===== src/hdl/npps_pkg.sv =====
// Shared types, constants and register indexes for the nearest projected point search.
package npps_pkg;

  localparam int unsigned DefMaxPoints = 1048576;

  // Configuration register indexes.
  localparam logic [2:0] RegFocalX  = 3'd0;
  localparam logic [2:0] RegFocalY  = 3'd1;
  localparam logic [2:0] RegCenterX = 3'd2;
  localparam logic [2:0] RegCenterY = 3'd3;
  localparam logic [2:0] RegShiftX  = 3'd4;
  localparam logic [2:0] RegShiftY  = 3'd5;

  typedef enum logic [2:0] {
    ST_IDLE,
    ST_MUL,
    ST_DIV,
    ST_DIST,
    ST_SQR,
    ST_CMP,
    ST_OUT
  } state_t;

  // Commands from the controller to the datapath.
  typedef struct packed {
    logic load;      // capture the input word
    logic mul;       // form numerators
    logic div_start; // start both dividers
    logic diff;      // form pixel differences
    logic sqr;       // square the differences
    logic cmp;       // compare and update best
    logic clear;     // clear the search
  } cmd_t;

  // Status from the datapath.
  typedef struct packed {
    logic div_done;
    logic is_last;
    logic counting;  // point count below the limit
  } stat_t;

  function automatic logic [63:0] mag64(input logic signed [63:0] v);
    mag64 = v[63] ? 64'(-v) : 64'(v);
  endfunction

endpackage


===== src/hdl/npps_control.sv =====
// Controller state machine sequencing one word at a time through the datapath.
module npps_control (
  input  logic            clk,
  input  logic            rst,
  input  logic            in_valid,
  output logic            in_stall,
  output logic            out_valid,
  input  logic            out_stall,
  input  logic            cmd,
  input  logic            last,
  input  npps_pkg::stat_t sts,
  output npps_pkg::cmd_t  ctl
);

  npps_pkg::state_t state, state_next;
  logic out_full, out_full_next;

  always_ff @(posedge clk) begin
    if (rst) begin
      state <= npps_pkg::ST_IDLE;
      out_full <= 1'b0;
    end else begin
      state <= state_next;
      out_full <= out_full_next;
    end
  end

  always_comb begin
    state_next = state;
    ctl = '0;
    out_full_next = out_full && out_stall;
    in_stall = 1'b1;
    case (state)
      npps_pkg::ST_IDLE: begin
        // A new word needs the result register free if it may emit.
        in_stall = out_full;
        if (in_valid && !in_stall) begin
          ctl.load = 1'b1;
          if (!cmd) begin
            ctl.clear = 1'b1;
            if (last) out_full_next = 1'b1;
          end else begin
            state_next = npps_pkg::ST_MUL;
          end
        end
      end
      npps_pkg::ST_MUL: begin
        if (sts.counting) begin
          ctl.mul = 1'b1;
          state_next = npps_pkg::ST_DIV;
        end else begin
          state_next = npps_pkg::ST_OUT;
        end
      end
      npps_pkg::ST_DIV: begin
        ctl.div_start = 1'b1;
        state_next = npps_pkg::ST_DIST;
      end
      npps_pkg::ST_DIST: begin
        if (sts.div_done) begin
          ctl.diff = 1'b1;
          state_next = npps_pkg::ST_SQR;
        end
      end
      npps_pkg::ST_SQR: begin
        ctl.sqr = 1'b1;
        state_next = npps_pkg::ST_CMP;
      end
      npps_pkg::ST_CMP: begin
        ctl.cmp = 1'b1;
        state_next = npps_pkg::ST_OUT;
      end
      npps_pkg::ST_OUT: begin
        if (sts.is_last) begin
          ctl.clear = 1'b1;
          out_full_next = 1'b1;
        end
        state_next = npps_pkg::ST_IDLE;
      end
      default: state_next = npps_pkg::ST_IDLE;
    endcase
  end

  assign out_valid = out_full;

  // The result register is never overwritten while a word waits in it.
  assert property (@(posedge clk) disable iff (rst)
    out_full && out_stall |=> out_full)
    else $error("pending result word lost");
  assert property (@(posedge clk) disable iff (rst)
    ctl.load |-> state == npps_pkg::ST_IDLE && !out_full)
    else $error("word loaded while busy or output full");
  assert property (@(posedge clk) disable iff (rst)
    ctl.clear && state == npps_pkg::ST_OUT |-> !out_full)
    else $error("result emitted over a pending word");

endmodule


===== config.mk =====
export PLATFORM = sky130hd
export DESIGN_NAME = npps_control
export DESIGN_NICKNAME = d
export VERILOG_FILES = /design/src/hdl/npps_pkg.sv /design/src/hdl/npps_control.sv
export SDC_FILE = /design/constraint.sdc
export NUM_CORES = 1
export LEC_CHECK = 0
export ABC_CLOCK_PERIOD_IN_PS = 1700
export BUFFER_PORTS_ARGS = -buffer_cell sky130_fd_sc_hd__buf_2
export CAP_MARGIN = 20
export CORE_AREA = 2 2 39 41
export DETAILED_ROUTE_END_ITERATION = 12
export DIE_AREA = 0 0 41 43
export HOLD_SLACK_MARGIN = 0.1
export PLACE_DENSITY_LB_ADDON = 0.25
export SLEW_MARGIN = 20
export SYNTH_ARGS = -nofsm -noshare
export SYNTH_HDL_FRONTEND = slang
export SYNTH_SLANG_ARGS = --single-unit

===== constraint.sdc =====
create_clock -name clk -period 1.7 [get_ports clk]
set_input_delay 0 -clock clk [delete_from_list [all_inputs] [get_ports clk]]
set_output_delay 0 -clock clk [all_outputs]
set_load 0.005 [all_outputs]

==> run summary <==
RUN STATUS
----------------------------------------------------------------------------------------
Status .................................................................... finished, final reports clean

LOGIC SYNTHESIS
----------------------------------------------------------------------------------------
Main combinational cell family by area after synthesis .................... simple AND/OR/NAND/NOR gates
Number of warning messages in the yosys log ...............................            0
Net count after synthesis .................................................           43
Post-synth top flop .......................................................      dfxtp_1
Area share of xor/xnor cells in the synthesized design ....................           0%
Fraction of the mapped netlist area in simple logic gates .................       38.81%
Number of storage elements in the synthesis netlist .......................            4
Share of the synthesized area in the top cell type ........................       29.22%
Cells after synthesis .....................................................           34
Share of the yosys chip area belonging to registers .......................       29.22%
Adder-cell share of the synthesized area ..................................           0%
EDFF count, synth .........................................................            0
Multiplexer fraction of the synthesized cell area .........................           0%
Cell type with the highest aggregate area in the netlist ..................      dfxtp_1
Cell area after technology mapping ........................................   274.0 um^2
Most instantiated cells after synthesis ................................... nand2_1, nor2_1, dfxtp_1
Biggest area contributors in the synthesized netlist ...................... dfxtp_1, nor4_4, nand2_1
Average cell area after synthesis .........................................   8.059 um^2
Number of distinct library cells after synthesis ..........................           18
Post-synthesis compound-gate area fraction ................................       21.00%
Fraction of registers with async set/reset ................................           0%

CELLS AND AREA
----------------------------------------------------------------------------------------
Non-Filler Cell Area, Final ...............................................   422.9 um^2
Number of standard cells in the final layout excluding fillers ............           72
Layout filler cell count ..................................................          155
Fraction of layout instances using a drive strength above 1 ...............       46.43%
Signed area change from the synthesized netlist to the final layout .......       54.34%
Post-layout nets ..........................................................           67
Number of inserted diodes .................................................            0

GLOBAL ROUTING
----------------------------------------------------------------------------------------
Vias in the first global route ............................................          273
Overflow left after global routing ........................................            0
Antenna violations before repair ..........................................            0
Largest net degree at the start of global routing .........................           12
Aggregate global-route resource usage .....................................       9.218%
Global-route wire length before repair ....................................     1.062 mm

DETAILED ROUTING
----------------------------------------------------------------------------------------
Wirelength per Cell .......................................................     10.46 um
First-pass detailed-route iteration total .................................            3
Wirelength, routed ........................................................       753 um
DRC violation total after the first TritonRoute iteration .................            3
Drt via density ...........................................................        4.403
Antenna violation net count after detailed routing ........................            0
Remaining routing DRC violations ..........................................            0
Via count .................................................................          317

WORST SETUP PATH
----------------------------------------------------------------------------------------
Worst setup SP type .......................................................         flop
Reg-to-Reg End ............................................................ out_valid$_SDFF_PP0_
Critical-path cell list ................................................... nor4_4 > nand4b_1 > a31oi_1 > dlygate4sd3_1
Required time at the worst-slack endpoint .................................      1.88 ns
Category of cells accounting for the largest share of critical-path delay . buffers and inverters
Start of the worst register-to-register path .............................. state[2]$_SDFFE_PP0P_
R2R depth .................................................................            4
Peak fanout along the critical path .......................................            6
Kind of critical path ..................................................... flop to flop
Kind of end point of the critical path ....................................         flop
Worst setup path startpoint ............................................... state[2]$_SDFFE_PP0P_
Worst Path Buf+Inv ........................................................            1
Data arrival at the endpoint of the critical path .........................      1.77 ns
Worst setup path endpoint ................................................. out_valid$_SDFF_PP0_
Setup slack on the worst flop-to-flop path ................................      0.11 ns
CP max stage cell ......................................................... dlygate4sd3_1
Logic depth of the worst path, buffers included ...........................            4
Max stage delay on crit path ..............................................      0.55 ns

TIMING
----------------------------------------------------------------------------------------
Skew final ................................................................  0.008324 ns
Worst max-slew margin expressed relative to the limit .....................       72.10%
Time the final worst path needs with I/O delays and setup .................     1.591 ns
Portion of the clock cycle consumed by the worst path in the final layout .       93.57%
Min Hold Slack ............................................................    0.1882 ns
Final setup violation count ...............................................            0
Maximum frequency from static timing analysis .............................    628.6 MHz
Final hold violation count ................................................            0
Least-Margin Pin Slew .....................................................    0.4180 ns
Final-report max-slew violation count .....................................            0
RSZ-0062 raised after global routing ......................................           no
Summed negative setup slack over all endpoints ............................         0 ns

PLACED DESIGN
----------------------------------------------------------------------------------------
Placed Cells incl. Taps ...................................................           65
Placed cell area ..........................................................   360.3 um^2
Half-perimeter wire length after detailed placement .......................     545.9 um
GP Congestion .............................................................       0.6167
Number of I/O port buffers ................................................           17

POWER
----------------------------------------------------------------------------------------
Combinational fraction of design power ....................................        30.5%
Maximum vdd drop ..........................................................     197.4 uV
Power Internal ............................................................    0.2528 mW
Cell area power density ................................................... 880.8 nW/um^2
Static leakage power ......................................................    0.2068 nW
Clk pwr share .............................................................        33.3%
Sequential share of power .................................................        36.1%
Total net switching power .................................................    0.1197 mW
Net Sw Frac ...............................................................       32.12%
Power after layout ........................................................    0.3725 mW

DIE
----------------------------------------------------------------------------------------
Horizontal die dimension ..................................................        41 um
Initial standard-cell utilization of the core .............................       19.80%
Die height ................................................................        43 um
Cell Rows .................................................................           14
Die Outline Area ..........................................................    1763 um^2
Core region area ..........................................................    1384 um^2
I/O pin total .............................................................           18

CLOCK TREE
----------------------------------------------------------------------------------------
Clock latency at the later pin of the worst-skew pair .....................      0.24 ns
Clock tree from TritonCTS .................................................         done
Clock-pin slew on the worst setup and hold paths ..........................      0.04 ns
CTS sink count ............................................................            4
Number of H-tree branching levels .........................................            1
Clock Path Buffers ........................................................            2
Clock buffer count from CTS ...............................................            3
Clk root buf ..............................................................     clkbuf_4

FLOW RUN
----------------------------------------------------------------------------------------
Number of maximum-capacitance constraint violations .......................            0

WORST HOLD PATH
----------------------------------------------------------------------------------------
Path class of the lowest-slack min-delay path ............................. primary input to flop

## power by group through the flow
stage	clock network (mW)	logic [mW]	registers [mW]
floorplan	0	0.0881	0.114
global placement	0	0.101	0.134
detailed placement	0	0.101	0.134
CTS	0.130	0.107	0.133
global route	0.132	0.127	0.138
finish	0.124	0.114	0.135
## layout by cell type, fill, tap and decap left out, types with 3 or more instances in the layout
master         Yosys  final
buf_2              0     17
nor2_1             5      5
nand2_1            5      5
inv_1              3      3
clkbuf_4           0      3
dlygate4sd3_1      0      3
## per-stage QoR
| stage | utilization (%) | worst slack, ns |
|---|---|---|
| after CTS | 29.84 | 0.02610 |
| after global routing | 30.56 | 0.03520 |
| after detailed placement | 26.04 | 0.5367 |
| after global placement | 26.04 | 0.5692 |
| after floorplan | - | 0.6813 |
| final | 30.56 | 0.1093 |
## routing by layer
metal | global-route usage, % | up-vias | routed length, um
li1 | - | 164 | -
met1 | 11.18 | 135 | 345
met2 | 12.19 | 16 | 334
met3 | 1.571 | 2 | 57
met4 | 10.00 | 0 | 17
met5 | 0 | - | 0
## logic make-up (layout without fill, tap and decap cells)
family	count (synthesis)	in the layout
compound gates	7	7
buf+inv	5	27
flops	4	4
simple gates	18	18
## state kept, by name, indices dropped and copies added, names as in the netlist
register	cells
state	3
out_valid	1
## layout make-up
type,count,area [um^2],share of cell area [%]
multi-input combinational,25,163.9,38.76
timing repair buffer,21,122.6,28.99
inverter,3,11.26,2.663
clock buffer,3,22.52,5.325
tap,16,20.02,4.734
sequential,4,82.58,19.53
## what timing repair did
item,CTS,global route
gates resized for setup,0,2
endpoints found under the hold margin,4,0
hold buffers,3,0
endpoints found under the setup margin,0,1
buffers inserted,0,1
## worst reg2reg max path, stage by stage, from the launching register on
cell and delay, ns:
dfxtp_2 0.35, nor4_4 0.32, nand4b_1 0.14, a31oi_1 0.17, dlygate4sd3_1 0.55
## how the worst min path moves through the flow
| stage | from | to | slack [ns] | depth (start not counted) |
|---|---|---|---|---|
| 2_1_floorplan | rst | out_valid$_SDFF_PP0_ | 0.07 | 1 |
| 3_3_place_gp | sts[2] | state[0]$_SDFFE_PP0P_ | 0.22 | 2 |
| 3_5_place_dp | sts[2] | state[0]$_SDFFE_PP0P_ | 0.22 | 2 |
| 4_1_cts | cmd | state[0]$_SDFFE_PP0P_ | 0.20 | 3 |
| 5_1_grt | cmd | state[0]$_SDFFE_PP0P_ | 0.21 | 3 |
| 6_report | cmd | state[0]$_SDFFE_PP0P_ | 0.19 | 3 |
No activity file was read; power rests on OpenSTA's default activity.
